<file path="src/rtl/core/x86sf_pkg.sv">
// Shared types, operation codes and helpers for the x86 status flag unit.
// No dependencies; used by x86sf_flag_calc and x86_status_flag_unit.
package x86sf_pkg;

    // Operation classes
    localparam logic [3:0] FUNC_ADD   = 4'd0;
    localparam logic [3:0] FUNC_SUB   = 4'd1;
    localparam logic [3:0] FUNC_NEG   = 4'd2;
    localparam logic [3:0] FUNC_MUL   = 4'd3;
    localparam logic [3:0] FUNC_IMUL  = 4'd4;
    localparam logic [3:0] FUNC_LOGIC = 4'd5;
    localparam logic [3:0] FUNC_SHL   = 4'd6;
    localparam logic [3:0] FUNC_SHR   = 4'd7;
    localparam logic [3:0] FUNC_SAR   = 4'd8;
    localparam logic [3:0] FUNC_ROL   = 4'd9;
    localparam logic [3:0] FUNC_ROR   = 4'd10;
    localparam logic [3:0] FUNC_RCL   = 4'd11;

    // Operand width codes
    localparam logic [1:0] WSEL_8  = 2'd0;
    localparam logic [1:0] WSEL_16 = 2'd1;
    localparam logic [1:0] WSEL_32 = 2'd2;
    localparam logic [1:0] WSEL_64 = 2'd3;

    localparam int DATA_W  = 64;
    localparam int IN_TDATA_W  = 264;
    localparam int OUT_TDATA_W = 8;

    // Flag set, CF in bit 0 up to OF in bit 5
    typedef struct packed {
        logic of;
        logic sf;
        logic zf;
        logic af;
        logic pf;
        logic cf;
    } flags_t;

    // One decoded input item
    typedef struct packed {
        logic [3:0]        func;
        logic [1:0]        width_sel;
        logic [DATA_W-1:0] operand_a;
        logic [DATA_W-1:0] operand_b;
        logic [DATA_W-1:0] result_value;
        logic              result_extra_bit;
        logic [DATA_W-1:0] product_high;
    } item_t;

    // Mask of the active operand width
    function automatic logic [DATA_W-1:0] width_mask(input logic [1:0] wsel);
        logic [DATA_W-1:0] m;
        unique case (wsel)
            WSEL_8:  m = 64'h0000_0000_0000_00FF;
            WSEL_16: m = 64'h0000_0000_0000_FFFF;
            WSEL_32: m = 64'h0000_0000_FFFF_FFFF;
            default: m = 64'hFFFF_FFFF_FFFF_FFFF;
        endcase
        return m;
    endfunction

    // Bit W-1 of x
    function automatic logic msb_bit(input logic [DATA_W-1:0] x, input logic [1:0] wsel);
        logic b;
        unique case (wsel)
            WSEL_8:  b = x[7];
            WSEL_16: b = x[15];
            WSEL_32: b = x[31];
            default: b = x[63];
        endcase
        return b;
    endfunction

    // Bit W-2 of x
    function automatic logic msb2_bit(input logic [DATA_W-1:0] x, input logic [1:0] wsel);
        logic b;
        unique case (wsel)
            WSEL_8:  b = x[6];
            WSEL_16: b = x[14];
            WSEL_32: b = x[30];
            default: b = x[62];
        endcase
        return b;
    endfunction

endpackage

</file>
<file path="src/rtl/core/x86sf_flag_calc.sv">
// Combinational flag computation for one instruction item.
// Depends on x86sf_pkg (item_t, flags_t, codes, width helpers).
module x86sf_flag_calc (
    input  x86sf_pkg::item_t  item,
    input  x86sf_pkg::flags_t flags_cur,
    output x86sf_pkg::flags_t flags_new
);

    logic [63:0] mask;
    logic [63:0] a_m;
    logic [63:0] b_m;
    logic [63:0] r_m;
    logic [63:0] hi_m;
    logic [63:0] sext;
    logic [6:0]  w;
    logic [6:0]  cnt;
    logic [6:0]  shl_idx;
    logic [6:0]  shr_idx;
    logic        rs;
    logic        a_msb;
    logic        cnt_nz;
    logic        cnt_one;
    logic        res_flags;
    logic [63:0] axbxr;

    // Masked operands and shift count
    always_comb begin
        mask    = x86sf_pkg::width_mask(item.width_sel);
        a_m     = item.operand_a & mask;
        b_m     = item.operand_b & mask;
        r_m     = item.result_value & mask;
        hi_m    = item.product_high & mask;
        w       = 7'd8 << item.width_sel;
        cnt     = (item.width_sel == x86sf_pkg::WSEL_64) ? {1'b0, item.operand_b[5:0]}
                                                        : {2'b00, item.operand_b[4:0]};
        shl_idx = w - cnt;
        shr_idx = cnt - 7'd1;
        rs      = x86sf_pkg::msb_bit(r_m, item.width_sel);
        a_msb   = x86sf_pkg::msb_bit(a_m, item.width_sel);
        sext    = rs ? mask : 64'd0;
        cnt_nz  = (cnt != 7'd0);
        cnt_one = (cnt == 7'd1);
        axbxr   = a_m ^ b_m ^ r_m;
    end

    // Per-class update; kept flags pass through
    always_comb begin
        flags_new = flags_cur;
        res_flags = 1'b0;
        unique case (item.func)
            x86sf_pkg::FUNC_ADD: begin
                flags_new.cf = (r_m < a_m);
                flags_new.of = x86sf_pkg::msb_bit((a_m ^ ~b_m) & (a_m ^ r_m), item.width_sel);
                flags_new.af = axbxr[4];
                res_flags    = 1'b1;
            end
            x86sf_pkg::FUNC_SUB: begin
                flags_new.cf = x86sf_pkg::msb_bit(axbxr ^ ((a_m ^ r_m) & (a_m ^ b_m)),
                                                  item.width_sel);
                flags_new.of = x86sf_pkg::msb_bit((a_m ^ b_m) & (a_m ^ r_m), item.width_sel);
                flags_new.af = axbxr[4];
                res_flags    = 1'b1;
            end
            x86sf_pkg::FUNC_NEG: begin
                flags_new.cf = (a_m != 64'd0);
                flags_new.of = x86sf_pkg::msb_bit(a_m & r_m, item.width_sel);
                flags_new.af = a_m[4] ^ r_m[4];
                res_flags    = 1'b1;
            end
            x86sf_pkg::FUNC_MUL: begin
                flags_new.cf = (hi_m != 64'd0);
                flags_new.of = (hi_m != 64'd0);
            end
            x86sf_pkg::FUNC_IMUL: begin
                flags_new.cf = (hi_m != sext);
                flags_new.of = (hi_m != sext);
            end
            x86sf_pkg::FUNC_LOGIC: begin
                flags_new.cf = 1'b0;
                flags_new.of = 1'b0;
                res_flags    = 1'b1;
            end
            x86sf_pkg::FUNC_SHL: begin
                if (cnt_nz) begin
                    flags_new.cf = (cnt <= w) ? a_m[shl_idx[5:0]] : 1'b0;
                    if (cnt_one) begin
                        flags_new.of = a_msb ^ x86sf_pkg::msb2_bit(a_m, item.width_sel);
                    end
                    res_flags = 1'b1;
                end
            end
            x86sf_pkg::FUNC_SHR: begin
                if (cnt_nz) begin
                    flags_new.cf = (cnt <= w) ? a_m[shr_idx[5:0]] : 1'b0;
                    if (cnt_one) begin
                        flags_new.of = a_msb;
                    end
                    res_flags = 1'b1;
                end
            end
            x86sf_pkg::FUNC_SAR: begin
                if (cnt_nz) begin
                    flags_new.cf = (cnt < w) ? a_m[shr_idx[5:0]] : a_msb;
                    if (cnt_one) begin
                        flags_new.of = 1'b0;
                    end
                    res_flags = 1'b1;
                end
            end
            x86sf_pkg::FUNC_ROL: begin
                if (cnt_nz) begin
                    flags_new.cf = r_m[0];
                    if (cnt_one) begin
                        flags_new.of = rs ^ r_m[0];
                    end
                end
            end
            x86sf_pkg::FUNC_ROR: begin
                if (cnt_nz) begin
                    flags_new.cf = rs;
                    if (cnt_one) begin
                        flags_new.of = rs ^ x86sf_pkg::msb2_bit(r_m, item.width_sel);
                    end
                end
            end
            x86sf_pkg::FUNC_RCL: begin
                if (cnt_nz) begin
                    flags_new.cf = item.result_extra_bit;
                    if (cnt_one) begin
                        flags_new.of = rs ^ item.result_extra_bit;
                    end
                end
            end
            default: begin
                // undefined class: nothing changes
            end
        endcase

        // Result-derived flags
        if (res_flags) begin
            flags_new.pf = ~^r_m[7:0];
            flags_new.zf = (r_m == 64'd0);
            flags_new.sf = rs;
        end
    end

endmodule

</file>
<file path="src/rtl/core/x86_status_flag_unit.sv">
// Top level of the x86 status flag unit: input register, flag register, stream handshakes.
// Depends on x86sf_pkg and x86sf_flag_calc.
//
// Usage:
//   The slave channel (s_axis_*) carries one executed instruction per item: operation
//   class, operand width, operands, result, extra result bit and product high half.
//   The master channel (m_axis_*) returns one item per input item: the full new flag
//   set CF, PF, AF, ZF, SF, OF in bits 0..5 of m_axis_tdata.
//   An accepted item is held in the input register and then moves into the flag register,
//   which raises m_axis_tvalid. Throughput is one item per cycle while m_axis_tready
//   stays high: the input register feeds the flag logic, and the flag register doubles
//   as the output register, so a new item is taken while the previous result waits.
//   The flag register holds the only flag state; each item's kept flags come from the
//   result of the item before it, so items are processed strictly in order.
//   When m_axis_tready is low with a result pending, one more item is held in the
//   input register and s_axis_tready drops until the result is taken.
//   Reset (aresetn low, synchronous) clears the flags to zero and empties both
//   stages; no item is emitted for the reset itself.
module x86_status_flag_unit (
    input  logic                               aclk,
    input  logic                               aresetn,
    input  logic                               s_axis_tvalid,
    output logic                               s_axis_tready,
    // func[3:0], width_sel[5:4], operand_a[69:6], operand_b[133:70],
    // result_value[197:134], result_extra_bit[198], product_high[262:199], zero[263]
    input  logic [x86sf_pkg::IN_TDATA_W-1:0]  s_axis_tdata,
    output logic                               m_axis_tvalid,
    input  logic                               m_axis_tready,
    // carry_flag[0], parity_flag[1], adjust_flag[2], zero_flag[3],
    // sign_flag[4], overflow_flag[5], zero[7:6]
    output logic [x86sf_pkg::OUT_TDATA_W-1:0] m_axis_tdata
);

    logic              in_valid_reg;
    logic              in_valid_next;
    x86sf_pkg::item_t  in_item_reg;
    x86sf_pkg::item_t  s_item;
    logic              out_valid_reg;
    logic              out_valid_next;
    x86sf_pkg::flags_t flag_reg;
    x86sf_pkg::flags_t flag_next;
    x86sf_pkg::flags_t calc_flags;
    logic              advance;
    logic              s_accept;

    // Unpack the slave payload
    always_comb begin
        s_item.func             = s_axis_tdata[3:0];
        s_item.width_sel        = s_axis_tdata[5:4];
        s_item.operand_a        = s_axis_tdata[69:6];
        s_item.operand_b        = s_axis_tdata[133:70];
        s_item.result_value     = s_axis_tdata[197:134];
        s_item.result_extra_bit = s_axis_tdata[198];
        s_item.product_high     = s_axis_tdata[262:199];
    end

    // Handshake control
    assign advance       = in_valid_reg && (!out_valid_reg || m_axis_tready);
    assign s_axis_tready = !in_valid_reg || advance;
    assign s_accept      = s_axis_tvalid && s_axis_tready;

    always_comb begin
        in_valid_next  = s_accept ? 1'b1 : (advance ? 1'b0 : in_valid_reg);
        out_valid_next = advance ? 1'b1 : ((out_valid_reg && m_axis_tready) ? 1'b0
                                                                           : out_valid_reg);
        flag_next      = advance ? calc_flags : flag_reg;
    end

    // Flag logic
    x86sf_flag_calc u_calc (
        .item      (in_item_reg),
        .flags_cur (flag_reg),
        .flags_new (calc_flags)
    );

    // Control and flag state
    always_ff @(posedge aclk) begin
        if (!aresetn) begin
            in_valid_reg  <= 1'b0;
            out_valid_reg <= 1'b0;
            flag_reg      <= '0;
        end else begin
            in_valid_reg  <= in_valid_next;
            out_valid_reg <= out_valid_next;
            flag_reg      <= flag_next;
        end
    end

    // Input payload register
    always_ff @(posedge aclk) begin
        if (s_accept) begin
            in_item_reg <= s_item;
        end
    end

    assign m_axis_tvalid = out_valid_reg;
    assign m_axis_tdata  = {2'b00, flag_reg};

    // Flags change only when an item moves into the output stage
    a_flags_hold: assert property (@(posedge aclk) disable iff (!aresetn)
        !advance |=> $stable(flag_reg))
        else $error("flag register changed without an item advancing");

    // Multiply classes leave PF, AF, ZF and SF alone
    a_mul_keeps: assert property (@(posedge aclk) disable iff (!aresetn)
        (advance && (in_item_reg.func == x86sf_pkg::FUNC_MUL ||
                     in_item_reg.func == x86sf_pkg::FUNC_IMUL))
        |=> ($stable(flag_reg.pf) && $stable(flag_reg.af) &&
             $stable(flag_reg.zf) && $stable(flag_reg.sf)))
        else $error("multiply altered a result flag");

    // A pending result that is stalled keeps the input stage from overrunning it
    a_no_overrun: assert property (@(posedge aclk) disable iff (!aresetn)
        (out_valid_reg && !m_axis_tready && in_valid_reg) |-> !s_axis_tready)
        else $error("input accepted while both stages are full and stalled");

endmodule
</file>
<file path="config.mk">
export PLATFORM = sky130hd
export DESIGN_NAME = x86_status_flag_unit
export DESIGN_NICKNAME = d
export VERILOG_FILES = /design/src/rtl/core/x86sf_pkg.sv /design/src/rtl/core/x86sf_flag_calc.sv /design/src/rtl/core/x86_status_flag_unit.sv
export SDC_FILE = /design/constraint.sdc
export NUM_CORES = 1
export LEC_CHECK = 0
export BUFFER_PORTS_ARGS = -buffer_cell sky130_fd_sc_hd__buf_2
export CAP_MARGIN = 20
export CORE_MARGIN = 5
export CORE_UTILIZATION = 59
export CTS_CLUSTER_SIZE = 20
export DETAILED_ROUTE_END_ITERATION = 10
export PLACE_DENSITY = 0.9
export REMOVE_ABC_BUFFERS = 1
export SLEW_MARGIN = 30
export SYNTH_ARGS = -nofsm -noshare
export SYNTH_HDL_FRONTEND = slang
export SYNTH_SLANG_ARGS = --single-unit
</file>
<file path="constraint.sdc">
create_clock -name aclk -period 15.4 [get_ports aclk]
set_input_delay 3.08 -clock aclk [delete_from_list [all_inputs] [get_ports aclk]]
set_output_delay 3.08 -clock aclk [all_outputs]
set_load 0.02 [all_outputs]
</file>
## Yosys cells after proc, flatten, opt, wreduce, memory -nomap -nowiden

Cells that the tools add are included.

- Output and inout bits: 10
- Latch bits: 0
- Memories kept: 0
- Input port bits: 268
- Logic and storage cells: 145
- Bits in read-only memories: 0
- Memory bits (writable): 0
- Register bits: 271

- Div/mod/pow operators: 0
- $add $sub $neg: 2
- Shift-type cells: 1
- Mux-type cells: 51
- $lt $le $gt $ge: 5
- Bitwise logic cells: 18
- Equal/unequal tests: 28
- Reduce and logical (&&, ||, !) cells: 25
- Multiply operators: 0

Operator list:

| cell | number |
|---|---|
| $and 64x64->64 | 7 |
| $xor 64x64->64 | 5 |
| $pmux 64 s3 | 1 |
| $reduce_bool 64->1 | 2 |
| $logic_not 64->1 | 1 |
| $lt 64x64->1 | 1 |
| $mux 64 | 1 |
| $ne 64x64->1 | 1 |
| $not 64->64 | 1 |
| $mux 1 | 34 |
| $ne 2x1->1 const B | 12 |
| $pmux 1 s12 | 2 |
| $pmux 1 s3 | 8 |
| $eq 4x3->1 const B | 4 |
| $eq 4x4->1 const B | 4 |
| $lt 6x7->1 const B | 2 |
| $reduce_and 14->1 | 1 |
| $bmux 1 s6 | 2 |
| $reduce_bool 12->1 | 1 |
| $eq 4x2->1 const B | 2 |
| $reduce_and 8->1 | 1 |
| $reduce_xnor 8->1 | 1 |
| $eq 7x1->1 const B | 1 |
| $le 6x7->1 | 1 |
| 21 further kinds | 34 |

## Longest topological paths before layout

Gate-level depths: netlist (run 1).

- Depth in word-level cells: 11
- Gate-level depth with buffers: 14
- Depth with buffers taken out: 11

## By module

A second synthesis (run 1) with hierarchy kept.

- Cell total of the unflattened synthesis: 952
- Area total of the unflattened synthesis: 13161.4 um^2

By module, submodules not included:

| module | cells each | instances | seq. area each (um^2) | area an instance (um^2) |
|---|---|---|---|---|
| x86_status_flag_unit | 301 | 1 | 8057.7 | 8249.2 |
| x86sf_flag_calc | 651 | 1 | 0.0 | 4912.2 |

## Worst setup path after synthesis (run 1)

No wires, ideal clock.

- Path kind: input -> register
- Start point: in m_axis_tready
- End point: reg in_item_reg[0] (netlist bit) (enable)
- Required time: 14805 ps
- Setup slack: 6673 ps
- Arrival time: 8132 ps
- Path buffers: 0
- Stages on the path: 3
- Library setup time: 595 ps
- Cells stage by stage: nor2b_1 > nand2_1 > and2_1

- Longest elaborated chain between the ends: 4

RTL lines:

| what | RTL line | text |
|---|---|---|
| start, declared | x86_status_flag_unit.sv:28 | `input logic m_axis_tready,` |
| $logic_or 1x1->1 | x86_status_flag_unit.sv:58 | `assign advance = in_valid_reg && (!out_valid_reg \|\| m_axis_tready);` |
| $logic_and 1x1->1 | x86_status_flag_unit.sv:58 |  |
| $logic_or 1x1->1 | x86_status_flag_unit.sv:59 | `assign s_axis_tready = !in_valid_reg \|\| advance;` |
| via s_axis_tready | x86_status_flag_unit.sv:23 | `output logic s_axis_tready,` |
| $logic_and 1x1->1 | x86_status_flag_unit.sv:60 | `assign s_accept = s_axis_tvalid && s_axis_tready;` |
| end signal, assigned | x86_status_flag_unit.sv:92 | `in_item_reg <= s_item;` |
| end, declared | x86_status_flag_unit.sv:36 | `x86sf_pkg::item_t in_item_reg;` |

The timed path passes the listed nets, and every way through them passes these cells.
A chain may end at the register's enable or synchronous reset.

## Worst setup path after layout (run 1)

- Start point: in m_axis_tready
- End point: out s_axis_tready

- Longest elaborated chain between the ends: 3

RTL lines:

| what | RTL line |
|---|---|
| $logic_or 1x1->1 | x86_status_flag_unit.sv:58 |
| $logic_and 1x1->1 | x86_status_flag_unit.sv:58 |
| $logic_or 1x1->1 | x86_status_flag_unit.sv:59 |
| end, declared | x86_status_flag_unit.sv:23 |

Every way passes these cells.

==> flow_metrics.tcl, run 1 <==
set metrics [dict create \
    cp_common_cell "buf_2" \
    maxCapViolCount 0 \
    cellPowerDensity_nw_per_um2 105 \
    ys_seq_area_share_pct 55.7 \
    p_clk_share_pct 36.6 \
    switchingPower_mw 0.355 \
    io_buffer_count 220 \
    timing.critical_path.arrival_ns 3.68 \
    first_iter_violations 1134 \
    crit_required_ns 12.32 \
    synth_top_area_cell "edfxtp_1" \
    worstRegToRegCells 11 \
    fillers 1321 \
    status "complete, no violations" \
    fp.dieW_um 150 \
    crit_chain "buf_2 > nor2b_1 > nand2_1 > buf_2" \
    crit_path_top_delay_cell "nor2b_1" \
    antenna_found_initial 2 \
    critPathLaunch "m_axis_tready" \
    cp-end-kind "output pin" \
    p_sw_share_pct 24.8 \
    wire_per_inst_um 21.5 \
    vias 8774 \
    async_flop_share_pct 0 \
    dr.pass1.iters 6 \
    layout.nets 1469 \
    worst_clock_skew_ns 0.0195 \
    io_pins 278 \
    syn_area_sq_um 11600 \
    dieArea_sq_um 22500 \
    cts_tree "built" \
    largest_reg_flops 209 \
    rsz0062_at_grt "no" \
    grt_pass1_vias 8788 \
    synth.distinct_cells 63 \
    cts_resized 0 \
    r2r-start "in_item_reg[258]$_DFFE_PP_" \
    clockRootBuffer "clkbuf_16" \
    die_h_um 150 \
    holdPathStages 1 \
    fin_crit_sh_pct 43.9 \
    drtAntennaViolNets 0 \
    hpwl_um 22000 \
    synth_edf_count 209 \
    h-tree-depth 1 \
    synthToLayoutAreaGrowth_pct 18.1 \
    vias_per_cell 6.25 \
    critPathKind "in -> out" \
    grt_use_total_pct 26.1 \
    drv_slew 0 \
    drive_gt1_share_pct 26.5 \
    post-route-drc-count 0 \
    ys_dominant_reg_cell "edfxtp_1" \
    gp_congestion 0.941 \
    rows 51 \
    synth_top_area_share_pct 54.3 \
    peakVddDrop_mv 0.107 \
    max_stage_delay_ns 0.23 \
    insertion_delay_ns 0.54 \
    postSynthCellCount 903 \
    p_comb_share_pct 13.5 \
    fmax_mhz 148 \
    hold_class "reg -> reg" \
    finalCriticalPeriod_ns 6.76 \
    synth.area.top_cells "edfxtp_1 (54%), ha_1 (8.4%), mux4_2 (6.6%)" \
    synth.ff_latch_count 217 \
    yosysWarningCount 0 \
    p_seq_share_pct 49.9 \
    clock_sinks 217 \
    grt_max_degree 210 \
    layout_commonest_cell "buf_2" \
    start_util_pct 59.5 \
    hold_buffers 0 \
    overflow 0 \
    worst_pin_slew_ns 0.850 \
    path_clk_slew_ns 0.06 \
    total_power_mw 1.43 \
    final_hold_viol_count 0 \
    crit_fanout 4 \
    worstSetupStartpointType "input port" \
    setup_viol 0 \
    cts_buffer_depth 3 \
    final_cell_mix "buf_2 (220), edfxtp_1 (209), nand2_1 (99)" \
    p_leak_nw 5.49 \
    cts_buffers 24 \
    grt_pass1_wl_um 45700 \
    core_area_sq_um 19400 \
    wl_um 30200 \
    postCtsSetupRepairBufs 0 \
    max-slew-margin-rel_pct 41.9 \
    post_synth.cell_area_avg_sq_um 12.8 \
    power.internal_mw 1.08 \
    worstHoldStart "m_axis_tdata[2]$_SDFFE_PN0P_" \
    setup_tns_ns 0 \
]
==> worst max-delay path, delay by kind of cell <==
family | cells | cell delay, ns
buffers and inverters | 2 | 0.26
AND/OR/NAND/NOR | 2 | 0.34
==> through the flow <==
stage                     setup WS [ns]  util, %  hold WS (ns)  std cells  instance area (sq um)
after floorplan                    6.67        -         0.485        869                  11400
after global placement             8.69     66.5         0.478       1361                  12900
after detailed placement           8.65     66.5         0.498       1361                  12900
after CTS                          8.64     70.2         0.516       1400                  13600
after global routing               8.62     70.3         0.542       1403                  13600
final                              8.64     70.3         0.516       1403                  13600
==> Yosys cell counts, drive strengths merged (5+ instances only) <==
library cell,count
ha,78
inv,32
nor4,40
nand4,35
a221oi,5
xnor2,17
nor2,34
nand3,18
nor2b,13
o21ai,30
nor4b,5
and2,30
a21oi,27
buf,12
clkbuf,23
a211oi,7
nand2b,7
o21a,6
mux2i,20
and3,36
edfxtp,209
a21o,7
mux4,36
nor3,12
dfxtp,8
nand2,99
==> power by group through the flow <==
| stage | logic (mW) | clock network [mW] | registers, mW |
|---|---|---|---|
| 2_1_floorplan | 0.117 | 0 | 0.725 |
| 3_3_place_gp | 0.182 | 0 | 0.723 |
| 3_5_place_dp | 0.189 | 0 | 0.725 |
| 4_1_cts | 0.190 | 0.534 | 0.713 |
| 5_1_grt | 0.211 | 0.558 | 0.717 |
| 6_report | 0.194 | 0.524 | 0.714 |
==> cell type report <==
| cell class | instances | area (sq um) | area share [%] |
|---|---|---|---|
| Sequential cell | 217 | 6440 | 47.2 |
| Clock buffer | 32 | 661 | 4.84 |
| Tap cell | 265 | 332 | 2.43 |
| Multi-Input combinational cell | 620 | 4840 | 35.5 |
| Antenna cell | 2 | 5.00 | 0.0367 |
| Clock inverter | 7 | 60.1 | 0.440 |
| Inverter | 32 | 120 | 0.880 |
| Timing Repair Buffer | 228 | 1190 | 8.75 |
==> metal layers <==
metal	vias up	wire length [um]	global-route usage, %
li1	3969	-	-
met1	4196	11300	33.9
met2	521	14900	44.0
met3	88	2780	4.88
met4	0	1260	9.88
met5	-	0	0
==> kinds of logic (layout without fill, tap and decap cells) <==
logic type | after synthesis | after routing | share of synthesized area (%)
compound gates | 121 | 121 | 6.97
xor+xnor | 21 | 21 | 1.82
fa+ha+maj | 79 | 79 | 8.54
buf+inv | 67 | 299 | 2.46
flops | 217 | 217 | 55.7
mux | 56 | 56 | 8.82
other cells | 1 | 4 | 0.0325
simple gates | 341 | 341 | 15.7
==> worst paths after layout <==
| path | end | slack [ns] |
|---|---|---|
| hold reg to reg | m_axis_tdata[2]$_SDFFE_PN0P_ | 0.52 |
| setup / recovery | s_axis_tready | 8.64 |
| hold / removal | m_axis_tdata[2]$_SDFFE_PN0P_ | 0.52 |
| setup reg to reg | m_axis_tdata[0]$_SDFFE_PN0P_ | 10.92 |
Note: power is estimated with default switching activity, not from simulation.
==> inputs of run 2 (changes only) <==
- CORE_UTILIZATION: 59 -> 54
- PLACE_DENSITY: 0.9 -> 0.83
- clock period: 15.4 -> 6.7 ns (I/O delays scaled with it)
==> flow_metrics.tcl, run 2 (synthesis results as in run 1) <==
set metrics [dict create \
    grt_use_total_pct 23.8 \
    first_iter_violations 880 \
    timing.hold.ws_ns 0.506 \
    dr.pass1.iters 5 \
    postLayoutSetupSlackWorst_ns 2.36 \
    hold_class "reg -> reg" \
    max-slew-margin-rel_pct 35.1 \
    worstSetupStartpointType "register" \
    wire_per_inst_um 20.9 \
    gp_congestion 0.942 \
    maxCapViolCount 0 \
    path_clk_slew_ns 0.06 \
    clock_sinks 217 \
    fp.dieW_um 156 \
    rsz0062_at_grt "no" \
    dieArea_sq_um 24400 \
    grt_max_degree 173 \
    hpwl_um 22100 \
    finalCriticalPeriod_ns 4.34 \
    grt_pass1_wl_um 45400 \
    worst_pin_slew_ns 0.974 \
    place_ws_ns 2.46 \
    layout_commonest_cell "buf_2" \
    postCtsSetupRepairBufs 0 \
    h-tree-depth 1 \
    cp-end-kind "register" \
    timing.critical_path.arrival_ns 4.72 \
    worstReg2RegEnd "m_axis_tdata[0]$_SDFFE_PN0P_" \
    insertion_delay_ns 0.54 \
    crit_fanout 52 \
    worstHoldStart "m_axis_tdata[2]$_SDFFE_PN0P_" \
    io_pins 278 \
    vias_per_cell 6.08 \
    register_area_sq_um 6440 \
    crit_required_ns 7.08 \
    clockRootBuffer "clkbuf_16" \
    fillers 1575 \
    die_h_um 156 \
    worst_clock_skew_ns 0.0191 \
    antenna_found_initial 2 \
    hold_buffers 0 \
    critPathLaunch "in_item_reg[257]$_DFFE_PP_" \
    fmax_mhz 230 \
    multi_input_area_sq_um 4840 \
    peakVddDrop_mv 0.235 \
    rrSetupSlack_ns 2.36 \
    rows 53 \
    overflow 0 \
    cellPowerDensity_nw_per_um2 242 \
    drtAntennaViolNets 0 \
    layout.nets 1468 \
    status "complete, no violations" \
    crit_end "m_axis_tdata[0]$_SDFFE_PN0P_" \
    cts_tree "built" \
    fin_crit_sh_pct 64.8 \
    largest_reg_flops 209 \
    r2r-start "in_item_reg[257]$_DFFE_PP_" \
    cts_buffers 24 \
    vias 8603 \
    final_cell_mix "buf_2 (220), edfxtp_1 (209), nand2_1 (99)" \
    synthToLayoutAreaGrowth_pct 18.1 \
    worstRegToRegCells 11 \
    core_area_sq_um 21000 \
    grt_pass1_vias 8598 \
    critPathKind "reg -> reg" \
    drv_slew 0 \
    wl_um 29700 \
    cts_resized 0 \
    post-route-drc-count 0 \
    start_util_pct 54.9 \
    drive_gt1_share_pct 26.7 \
    final_hold_viol_count 0 \
    cts_buffer_depth 3 \
    setup_viol 0 \
    final_core_util_pct 64.9 \
    io_buffer_count 220 \
    p_leak_nw 5.48 \
]
[run 2: changes by cell type in the layout (fill, tap and decap cells not counted), sizes merged]
cell / change
clkinv: +3
buf: -1
clkbuf: +1
clkinvlp: +1
diode: -1
[run 2: where the power goes]
part,internal [mW],switching (mW),total (mW)
clock,0.682,0.535,1.22
combinational,0.204,0.237,0.441
sequential,1.58,0.0606,1.64
[run 2: routing by layer]
layer,share of wire [%],global-route usage [%],up-vias
met4,4.0,8.06,2
met1,40,32.3,4127
li1,-,-,3980
met5,0.044,0,-
met2,48,39.2,405
met3,8.2,4.09,89
[run 2: final cells by class]
type / instances / area share [%]
Antenna cell: 1 / 0.0183
Clock buffer: 33 / 4.72
Clock inverter: 11 / 0.679
Inverter: 32 / 0.880
Multi-Input combinational cell: 620 / 35.5
Sequential cell: 217 / 47.2
Tap cell: 275 / 2.52
Timing Repair Buffer: 227 / 8.55
[run 2: how the worst min path moves through the flow]
stage,end,cells after the start,slack (ns)
finish,m_axis_tdata[2]$_SDFFE_PN0P_,1,0.51
global route,m_axis_tdata[4]$_SDFFE_PN0P_,2,0.54
CTS,m_axis_tdata[2]$_SDFFE_PN0P_,1,0.51
detailed placement,m_axis_tdata[2]$_SDFFE_PN0P_,1,0.49
global placement,m_axis_tdata[2]$_SDFFE_PN0P_,1,0.48
floorplan,m_axis_tvalid$_SDFFE_PN0P_,1,0.49
[run 2: critical path: stages (launching register included)]
cell,delay [ns]
edfxtp_1,0.32
buf_4,0.44
or2_1,0.64
inv_1,0.30
ha_1,0.44
xor2_1,0.58
mux4_1,0.69
mux2i_1,0.17
o21ai_0,0.09
o311a_1,0.14
nor3_1,0.17
a41oi_1,0.15
[run 2: metrics by stage]
stage               std cells  area (sq um)  TNS (ns)  power, mW
finish                   1416         13600         0       3.30
global route             1416         13600         0       3.44
CTS                      1415         13600         0       3.32
detailed placement       1371         12900         0       2.10
global placement         1371         12900         0       2.08
floorplan                 869         11400    -60.04       1.94
